===== src/rtl/hmreq_pkg.sv =====
package hmreq_pkg;

	localparam int QUEUE_DEPTH = 64;
	localparam int IDX_W = $clog2(QUEUE_DEPTH);

	typedef logic [IDX_W-1:0] idx_t;

	typedef enum logic [2:0] {
		BTN_NONE        = 3'd0,
		BTN_LEFT        = 3'd1,
		BTN_RIGHT       = 3'd2,
		BTN_MIDDLE      = 3'd3,
		BTN_SCROLL_UP   = 3'd4,
		BTN_SCROLL_DOWN = 3'd5
	} button_t;

	typedef enum logic [1:0] {
		ST_MOVE = 2'd0,
		ST_DOWN = 2'd1,
		ST_UP   = 2'd2
	} evstate_t;

	localparam logic       MODE_REPORT = 1'b0;
	localparam logic       MODE_READ   = 1'b1;
	localparam logic [7:0] BUTTON_MASK  = 8'h07;
	localparam logic [7:0] DISCARD_MASK = 8'hC0;

	typedef struct packed {
		logic [7:0] x;
		logic [7:0] y;
		logic [2:0] button;
		logic [1:0] state;
	} event_t;

	function automatic idx_t ring_next(idx_t i);
		return (i == idx_t'(QUEUE_DEPTH - 1)) ? '0 : idx_t'(i + 1'b1);
	endfunction

endpackage


===== src/rtl/hmreq_if.sv =====
interface hmreq_req_if;
	logic       valid;
	logic       ready;
	logic       mode;
	logic [7:0] status_byte;
	logic [7:0] move_x_byte;
	logic [7:0] move_y_byte;
	logic [7:0] wheel_byte;

	modport source (output valid, mode, status_byte, move_x_byte, move_y_byte, wheel_byte,
		input ready);
	modport sink (input valid, mode, status_byte, move_x_byte, move_y_byte, wheel_byte,
		output ready);
endinterface

interface hmreq_rsp_if;
	logic              valid;
	logic              ready;
	logic              event_valid;
	logic signed [7:0] event_x;
	logic signed [7:0] event_y;
	logic        [2:0] event_button;
	logic        [1:0] event_state;

	modport source (output valid, event_valid, event_x, event_y, event_button, event_state,
		input ready);
	modport sink (input valid, event_valid, event_x, event_y, event_button, event_state,
		output ready);
endinterface


===== src/rtl/hid_mouse_report_event_queue.sv =====
// Report transaction: queues a scroll event, a second event or both unless discarded; both go via S_PUSH2.
// Read transaction: when the queue is empty, the empty response is registered at acceptance;
// otherwise the event memory entry is read into a register at acceptance and sent on from the S_READ state.
// One request is in flight at a time; a request is taken only in the idle state while the response slot is free.
// Asynchronous active-low reset clears the FSM state, the buttons, both ring indexes and the response valid flag;
// the event memory is not cleared, since only written entries are ever read.
module hid_mouse_report_event_queue (
	input  logic        clk,
	input  logic        arst_n,
	hmreq_req_if.sink   req,
	hmreq_rsp_if.source rsp
);
	import hmreq_pkg::*;

	typedef enum logic [2:0] {
		S_IDLE  = 3'b001,
		S_PUSH2 = 3'b010,
		S_READ  = 3'b100
	} fsm_t;

	fsm_t       state_q;
	logic [2:0] last_buttons_q;
	idx_t       wr_idx_q;
	idx_t       rd_idx_q;
	event_t     second_q;
	event_t     rd_data_q;
	event_t     rsp_q;
	logic       rsp_valid_q;
	logic       rsp_event_valid_q;

	event_t     mem [QUEUE_DEPTH];

	logic       accept;
	logic       rsp_free;
	logic       rsp_set;
	logic       is_read;
	logic [2:0] buttons;
	logic [2:0] changed;
	logic [2:0] mask;
	logic [2:0] btn_code;
	logic       discard;
	logic       has_scroll;
	logic       has_second;
	event_t     scroll_ev;
	event_t     second_ev;
	logic       mem_we;
	event_t     mem_wdata;
	idx_t       wr_next;

	assign rsp_free = !rsp_valid_q || rsp.ready;
	assign req.ready = (state_q == S_IDLE) && rsp_free;
	assign accept = req.valid && req.ready;
	assign is_read = (req.mode == MODE_READ);
	assign rsp_set = (state_q == S_READ) || (accept && is_read && (rd_idx_q == wr_idx_q));

	assign buttons = req.status_byte[2:0] & BUTTON_MASK[2:0];
	assign changed = buttons ^ last_buttons_q;
	assign discard = (req.status_byte & DISCARD_MASK) != 8'h00;
	assign has_scroll = (req.wheel_byte != 8'h00);

	always_comb begin
		mask = 3'b000;
		btn_code = BTN_NONE;
		if (changed[0]) begin
			mask = 3'b001;
			btn_code = BTN_LEFT;
		end else if (changed[1]) begin
			mask = 3'b010;
			btn_code = BTN_RIGHT;
		end else if (changed[2]) begin
			mask = 3'b100;
			btn_code = BTN_MIDDLE;
		end
	end

	always_comb begin
		scroll_ev.x = req.move_x_byte;
		scroll_ev.y = req.move_y_byte;
		scroll_ev.button = req.wheel_byte[7] ? BTN_SCROLL_DOWN : BTN_SCROLL_UP;
		scroll_ev.state = ST_MOVE;
		second_ev.x = req.move_x_byte;
		second_ev.y = req.move_y_byte;
		if (changed != 3'b000) begin
			has_second = 1'b1;
			second_ev.button = btn_code;
			second_ev.state = ((buttons & mask) != 3'b000) ? ST_DOWN : ST_UP;
		end else begin
			has_second = (req.move_x_byte != 8'h00) || (req.move_y_byte != 8'h00);
			second_ev.button = BTN_NONE;
			second_ev.state = ST_MOVE;
		end
	end

	always_comb begin
		mem_we = 1'b0;
		mem_wdata = second_q;
		if (state_q == S_PUSH2) begin
			mem_we = 1'b1;
		end else if (accept && !is_read && !discard) begin
			mem_we = has_scroll || has_second;
			mem_wdata = has_scroll ? scroll_ev : second_ev;
		end
	end

	assign wr_next = ring_next(wr_idx_q);

	always_ff @(posedge clk) begin
		if (mem_we) begin
			mem[wr_idx_q] <= mem_wdata;
		end
		if (accept && is_read) begin
			rd_data_q <= mem[rd_idx_q];
		end
	end

	always_ff @(posedge clk) begin
		if (accept && !is_read) begin
			second_q <= second_ev;
		end
	end

	always_ff @(posedge clk or negedge arst_n) begin
		if (!arst_n) begin
			state_q <= S_IDLE;
			last_buttons_q <= 3'b000;
			wr_idx_q <= '0;
			rd_idx_q <= '0;
			rsp_valid_q <= 1'b0;
		end else begin
			if (rsp_set) begin
				rsp_valid_q <= 1'b1;
			end else if (rsp_valid_q && rsp.ready) begin
				rsp_valid_q <= 1'b0;
			end
			if (mem_we) begin
				wr_idx_q <= wr_next;
				if (wr_next == rd_idx_q) begin
					rd_idx_q <= ring_next(rd_idx_q);
				end
			end
			case (state_q)
				S_IDLE: begin
					if (accept) begin
						if (is_read) begin
							if (rd_idx_q != wr_idx_q) begin
								state_q <= S_READ;
							end
						end else if (!discard) begin
							last_buttons_q <= buttons;
							if (has_scroll && has_second) begin
								state_q <= S_PUSH2;
							end
						end
					end
				end
				S_PUSH2: begin
					state_q <= S_IDLE;
				end
				S_READ: begin
					rd_idx_q <= ring_next(rd_idx_q);
					state_q <= S_IDLE;
				end
				default: begin
					state_q <= S_IDLE;
				end
			endcase
		end
	end

	always_ff @(posedge clk) begin
		if (state_q == S_READ) begin
			rsp_q <= rd_data_q;
			rsp_event_valid_q <= 1'b1;
		end else if (accept && is_read) begin
			rsp_q <= '0;
			rsp_event_valid_q <= 1'b0;
		end
	end

	assign rsp.valid = rsp_valid_q;
	assign rsp.event_valid = rsp_event_valid_q;
	assign rsp.event_x = $signed(rsp_q.x);
	assign rsp.event_y = $signed(rsp_q.y);
	assign rsp.event_button = rsp_q.button;
	assign rsp.event_state = rsp_q.state;

endmodule


===== src/flat_wrapper.sv =====
// flat-port wrapper written by rule: the top's interface ports become plain ports
module hid_mouse_report_event_queue_flat import hmreq_pkg::*;
  (clk, arst_n, req_valid, req_mode, req_status_byte, req_move_x_byte, req_move_y_byte, req_wheel_byte, req_ready, rsp_valid, rsp_event_valid, rsp_event_x, rsp_event_y, rsp_event_button, rsp_event_state, rsp_ready);
  hmreq_req_if req_i ();
  hmreq_rsp_if rsp_i ();
  input  logic clk;
  input  logic arst_n;
  input wire logic [$bits(req_i.valid)-1:0] req_valid;
  input wire logic [$bits(req_i.mode)-1:0] req_mode;
  input wire logic [$bits(req_i.status_byte)-1:0] req_status_byte;
  input wire logic [$bits(req_i.move_x_byte)-1:0] req_move_x_byte;
  input wire logic [$bits(req_i.move_y_byte)-1:0] req_move_y_byte;
  input wire logic [$bits(req_i.wheel_byte)-1:0] req_wheel_byte;
  output wire logic [$bits(req_i.ready)-1:0] req_ready;
  output wire logic [$bits(rsp_i.valid)-1:0] rsp_valid;
  output wire logic [$bits(rsp_i.event_valid)-1:0] rsp_event_valid;
  output wire logic [$bits(rsp_i.event_x)-1:0] rsp_event_x;
  output wire logic [$bits(rsp_i.event_y)-1:0] rsp_event_y;
  output wire logic [$bits(rsp_i.event_button)-1:0] rsp_event_button;
  output wire logic [$bits(rsp_i.event_state)-1:0] rsp_event_state;
  input wire logic [$bits(rsp_i.ready)-1:0] rsp_ready;
  assign req_i.valid = req_valid;
  assign req_i.mode = req_mode;
  assign req_i.status_byte = req_status_byte;
  assign req_i.move_x_byte = req_move_x_byte;
  assign req_i.move_y_byte = req_move_y_byte;
  assign req_i.wheel_byte = req_wheel_byte;
  assign req_ready = req_i.ready;
  assign rsp_valid = rsp_i.valid;
  assign rsp_event_valid = rsp_i.event_valid;
  assign rsp_event_x = rsp_i.event_x;
  assign rsp_event_y = rsp_i.event_y;
  assign rsp_event_button = rsp_i.event_button;
  assign rsp_event_state = rsp_i.event_state;
  assign rsp_i.ready = rsp_ready;
  hid_mouse_report_event_queue u_core (.clk(clk), .arst_n(arst_n), .req(req_i), .rsp(rsp_i));
endmodule

===== config.mk =====
export PLATFORM = sky130hd
export DESIGN_NAME = hid_mouse_report_event_queue_flat
export DESIGN_NICKNAME = d
export VERILOG_FILES = /design/src/rtl/hmreq_pkg.sv /design/src/rtl/hmreq_if.sv /design/src/rtl/hid_mouse_report_event_queue.sv /design/src/flat_wrapper.sv
export SDC_FILE = /design/constraint.sdc
export NUM_CORES = 2
export LEC_CHECK = 0
export BUFFER_PORTS_ARGS = -buffer_cell sky130_fd_sc_hd__buf_2
export CORE_ASPECT_RATIO = 1.4
export CORE_MARGIN = 10
export CORE_UTILIZATION = 45
export CTS_CLUSTER_DIAMETER = 60
export CTS_CLUSTER_SIZE = 14
export DETAILED_ROUTE_END_ITERATION = 8
export HOLD_SLACK_MARGIN = 0.03
export SYNTH_ARGS = -nofsm -noshare
export SYNTH_HDL_FRONTEND = slang
export SYNTH_SLANG_ARGS = --single-unit

===== constraint.sdc =====
create_clock -name clk -period 9.3 [get_ports clk]
set_clock_uncertainty 0.05 [all_clocks]
set_input_delay 0.93 -clock clk [delete_from_list [all_inputs] [get_ports clk]]
set_output_delay 0.93 -clock clk [all_outputs]
set_load 0.005 [all_outputs]

# [Yosys cells after proc, flatten, opt, wreduce, memory -nomap -nowiden]
# Memories as Yosys holds them, arrays and structs flattened. A register that Yosys moved wholly into a read port is not among the register bits.
# Index checks and enable logic that the tools add are counted.
[word_totals] regBits=62 mem_bits_rw=1344 in_bits=37 elab_cells=93 n_memories=1
[mem_list] name="u_core.mem" words=64 width=21 read_ports=1 rd_ports_with_merged_regs=1 wr=1 line="hid_mouse_report_event_queue.sv:31" text="event_t mem [QUEUE_DEPTH];"
[classes] add_sub_neg=2 eq_ne=12 muxes=32 n_bitwise=4 n_reduce_logical=28
[ops] operator="$mux 21" n=4
[ops] operator="$mux 3" n=11
[ops] operator="$reduce_bool 8->1" n=4
[ops] operator="$mux 6" n=5
[ops] operator="$add 6x1->6 const B" n=2
[ops] operator="$eq 6x6->1" n=2
[ops] operator="$eq 6x6->1 const B" n=2
[ops] operator="$mux 5" n=2
[ops] operator="$ne 3x3->1 const B" n=3
[ops] operator="$logic_and 1x1->1" n=8
[ops] operator="$mux 1" n=8
[ops] operator="$reduce_and 4->1" n=2
[ops] operator="$reduce_bool 2->1" n=4
[ops] operator="$ne 6x6->1" n=1
[ops] operator="$reduce_bool 3->1" n=2
[ops] operator="$logic_or 1x1->1" n=4
[ops] operator="$mux 2" n=2
[ops] operator="$and 3x3->3" n=1
[ops] operator="$eq 3x1->1 const B" n=1
[ops] operator="$eq 3x2->1 const B" n=1
[ops] operator="$eq 3x3->1 const B" n=1
[ops] operator="$logic_not 1->1" n=3
[ops] operator="$xor 3x3->3" n=1
[ops] operator="$ne 2x1->1 const B" n=1
[ops] operator="other kinds (2)" n=3

# [Logic depth before layout (Yosys ltp)]
[depth] word_depth=11 mapped_depth=10 depth_no_buf=8

# [Worst setup path before layout]
# OpenSTA, ideal clock, no wires.
[synth_path] path_type="input to register" startpoint="input port req_mode" endpoint="memory u_core.mem[0][2] in the netlist's numbering, data pin" setup_time_ns=0.702 arrival_ns=4.847 path_slack_ns=3.701 path_stages=5 path_cell_list="nor4b_2 > and3_1 > nand2_1 > clkbuf_1 > o21ai_0"
[synth_rtl] element="from (decl)" line="flat_wrapper.sv:9" text="input wire logic [$bits(req_i.mode)-1:0] req_mode;"
[synth_rtl] element="to (decl)" line="hid_mouse_report_event_queue.sv:31"

# [Worst setup path after layout]
[layout_path] startpoint="register u_core.state_q[2]" endpoint="memory u_core.mem[46][6] in the netlist's numbering (enable)"
[layout_via] elab_chain_cells=9 elab_cells_between_ends=10 classes_between="eq/ne: 2; mux: 4; reduce/logical: 4"
[layout_lines] element="from (decl)" line="hid_mouse_report_event_queue.sv:21" text="fsm_t state_q;"
[layout_lines] element="from (signal assigned)" line="hid_mouse_report_event_queue.sv:124" text="state_q <= S_IDLE;"
[layout_lines] element="from (signal assigned)" line="hid_mouse_report_event_queue.sv:146" text="state_q <= S_READ;"
[layout_lines] element="from (signal assigned)" line="hid_mouse_report_event_queue.sv:151" text="state_q <= S_PUSH2;"
[layout_lines] element="$eq 3x1->1" line="hid_mouse_report_event_queue.sv:51" text="assign req.ready = (state_q == S_IDLE) && rsp_free;"
[layout_lines] element="$logic_and 1x1->1" line="hid_mouse_report_event_queue.sv:51"
[layout_lines] element="$logic_and 1x1->1" line="hid_mouse_report_event_queue.sv:52" text="assign accept = req.valid && req.ready;"
[layout_lines] element="$logic_and 1x1->1 (2 in a row)" line="hid_mouse_report_event_queue.sv:99" text="end else if (accept && !is_read && !discard) begin"
[layout_lines] element="$mux 1" line="hid_mouse_report_event_queue.sv:99"
[layout_lines] element="$mux 1 *" line="hid_mouse_report_event_queue.sv:97" text="if (state_q == S_PUSH2) begin"
[layout_lines] element="$mux 1 *" line="hid_mouse_report_event_queue.sv:108" text="if (mem_we) begin"
[layout_lines] element="$mux 1 (not written as such) *" line="hid_mouse_report_event_queue.sv:109" text="mem[wr_idx_q] <= mem_wdata;"
# Every way passes the cells marked *; elsewhere a longest branch is shown, timed or not.

==> results.py <==
metrics = {
    "setup_path": {
        "cp.required_ps": 9570,
        "worst-path-stages": 6,
        "timing_worst_setup_path_type": "register to register",
        "r2r-start": "u_core.state_q[2]$_DFFE_PN0P_",
        "slowest_stage": "nor2_2",
        "path_delay_family": "simple AND/OR/NAND/NOR gates",
        "end_kind": "register",
        "cp.arrival_ps": 5030,
        "path_cells": "nor4b_2 > and4_1 > nand2_1 > nand3_1 > nand4_1 > nor2_2",
        "r2r_cells": 6,
        "cp_max_fo": 25,
        "slowest_delay_ps": 1320,
        "crit_buf_inv": 0,
        "startpoint_type": "register",
        "crit_start": "u_core.state_q[2]$_DFFE_PN0P_",
    },
    "global_route": {
        "grt_pass1_vias": 25820,
        "grt_max_degree": 160,
        "grt_pass1_wl_mm": 183.3,
        "grt_usage_pct": 18.62,
        "antenna_found_initial": 2,
        "gr-total-overflow": 0,
    },
    "cts": {
        "cts_setup_buffers": 0,
        "htreeDepth": 3,
        "cts_hold_buffers": 0,
        "cts_root_buf": "clkbuf_16",
        "cts_tree": "done",
        "clkSinkCount": 1426,
        "clk_latency_ps": 710,
        "ctsResizeCount": 0,
        "cts_buffers": 112,
        "clock_path_buffers": 3,
        "cts.clk_slew.worst_paths_ps": 70,
    },
    "pwr": {
        "finalPower_mw": 14.87,
        "vdd_drop_max_mv": 0.4310,
        "powerDensity_nw_per_um2": 245.6,
        "leakage_nw": 18.72,
    },
    "drt": {
        "firstDrtPassIters": 6,
        "ant_nets": 0,
        "drc": 0,
        "vias_per_cell": 5.964,
        "drtIter0Drc": 2460,
        "vias": 24650,
        "wl_mm": 127.7,
        "wl_per_cell_um": 30.91,
    },
    "synth": {
        "synthDominantCellAreaShare_pct": 76.82,
        "synth_commonest_cells": "1,406 x edfxtp_1, 402 x mux4_2, 84 x nor2_1, 71 x nand2_1, 59 x clkbuf_1",
        "syn_nets": 2425,
        "synth_edf_count": 1406,
        "async_flop_share_pct": 1.332,
        "synth_area_um2": 54960,
        "synthTopCellsByArea": "edfxtp_1 77%, mux4_2 16%, dfrtp_1 0.82%, nor2_1 0.57%, nand2_1 0.48%",
        "synth_cells": 2385,
        "yosysUniqueCellTypes": 61,
        "ys.flop_type": "edfxtp_1",
        "synth.most_common_cell": "edfxtp_1",
        "syn_avg_cell_area_um2": 23.04,
        "synth_largest_area_cell": "edfxtp_1",
        "ys_ff_latch": 1426,
        "yosys_warnings": 0,
        "yosysSeqAreaShare_pct": 77.72,
    },
    "timing": {
        "worst_pin_slew_ps": 1345,
        "fin_tns_setup_ps": 0,
        "timing.final.crit_share_pct": 51.23,
        "holdWs_ps": 124.4,
        "grt_setup_unrepaired": "no",
        "setup_viol": 0,
        "max_freq_ghz": 0.2099,
        "post-route-min-period_ps": 4764,
        "hold_violations": 0,
        "drv_slew": 0,
        "slew_headroom_pct": 10.34,
        "timing.final.ws_setup_ps": 4536,
    },
    "finish": {
        "drive_gt1_share_pct": 30.11,
        "instances_no_fill": 4133,
        "syn_to_final_growth_pct": 10.14,
        "nNetsFinal": 2545,
    },
    "place": {
        "place_inst": 3997,
        "routabilityCongestion": 0.8584,
        "io_buffers": 57,
        "dp_hpwl_mm": 72.91,
        "dp_slack_ps": 4334,
    },
    "run": {
        "cap_viol_max_count": 0,
    },
    "worst_hold_path": {
        "min_path_type": "primary input to asynchronous set/reset pin",
    },
    "die": {
        "rows": 151,
        "design.core.area_um2": 121100,
        "die_w_um": 315.4,
        "ioPinCount": 61,
        "die-area_um2": 136700,
        "die_h_um": 433.5,
        "initial_core_util_pct": 45.38,
    },
    "status": {
        "run_status": "completed",
    },
}
layout by cell type, fill, tap and decap left out, types with 6 or more instances in the layout:
master / netlist / routed
nand3_1: 28 / 28
nor2b_1: 6 / 6
nor2_1: 84 / 20
mux2i_1: 20 / 20
nor4_1: 6 / 6
clkbuf_16: 0 / 113
nand2b_1: 9 / 9
or3_1: 7 / 7
buf_4: 6 / 77
and3_1: 24 / 24
edfxtp_1: 1406 / 1406
nand2_1: 71 / 71
o2111ai_1: 13 / 13
nand4_1: 15 / 15
xnor2_1: 8 / 8
clkbuf_1: 59 / 12
o22ai_1: 12 / 12
nor2_2: 0 / 60
buf_2: 44 / 57
mux2_2: 17 / 17
dfrtp_1: 18 / 13
mux4_2: 402 / 402
inv_1: 8 / 7
o22a_1: 12 / 12
cell type report:
class                      instances  area [um2]
inverter                           8       30.03
tap                             1606        2009
clock inverter                     8       98.84
sequential                      1426       42730
multi-input combinational        818       11820
clock buffer                     125        2873
fill                            9466       60570
timing repair buffer             139       963.4
antenna                            3       7.507
cell families (layout without fill, tap and decap cells):
| logic type | count (synthesis) | count (layout) | synth area share, % |
|---|---|---|---|
| buf+inv | 141 | 280 | 1.145 |
| other cells | 0 | 3 | 0 |
| flops | 1426 | 1426 | 77.72 |
| xor+xnor | 12 | 12 | 0.1912 |
| mux | 440 | 440 | 17.21 |
| simple gates | 270 | 270 | 2.358 |
| compound gates | 91 | 91 | 1.273 |
| fa+ha+maj | 5 | 5 | 0.1047 |
registers in the layout (all words and copies together) (netlist names), 2 cells and up:
| name | cells |
|---|---|
| u_core.rsp.event_button | 3 |
| u_core.rsp.event_state | 2 |
| u_core.rd_data_q | 21 |
| u_core.rd_idx_q | 6 |
| u_core.last_buttons_q | 3 |
| u_core.rsp.event_y | 8 |
| u_core.state_q | 3 |
| u_core.mem | 1344 |
| u_core.second_q | 20 |
| u_core.rsp.event_x | 8 |
| u_core.wr_idx_q | 6 |
metal layers:
| layer | track usage (%) | part of all wire (%) |
|---|---|---|
| met4 | 7.567 | 4.0 |
| met2 | 32.69 | 53 |
| met3 | 2.456 | 5.6 |
| met5 | 0 | 0 |
| met1 | 23.20 | 38 |
where the power goes:
| group | switching (mW) | total [mW] | internal [mW] |
|---|---|---|---|
| Clock | 2.09 | 4.25 | 2.17 |
| Combinational | 1.67 | 3.31 | 1.64 |
| Sequential | 0.132 | 7.30 | 7.17 |
| Total | 3.89 | 14.9 | 11.0 |
final timing paths:
| check | slack (ps) | end |
|---|---|---|
| worst max-delay path | 4540 | u_core.mem[46][6]$_DFFE_PP_ |
| worst min-delay path | 120 | u_core.last_buttons_q[0]$_DFFE_PN0P_ |
| worst max register to register | 4540 | u_core.mem[46][6]$_DFFE_PP_ |
| worst min register to register | 400 | u_core.rsp.event_valid$_SDFFE_PP1P_ |
| max in group asynchronous | 8710 | u_core.rd_idx_q[3]$_DFFE_PN0P_ |
| min in group clk | 380 | u_core.second_q[9]$_DFFE_PP_ |
per-stage QoR:
stage | util (%) | area [um2]
after floorplan | - | 54960
after global placement | 47.53 | 57560
after detailed placement | 47.53 | 57560
after CTS | 49.98 | 60530
after global routing | 49.98 | 60530
final | 49.99 | 60540
Note: power is estimated with default switching activity, not from simulation.
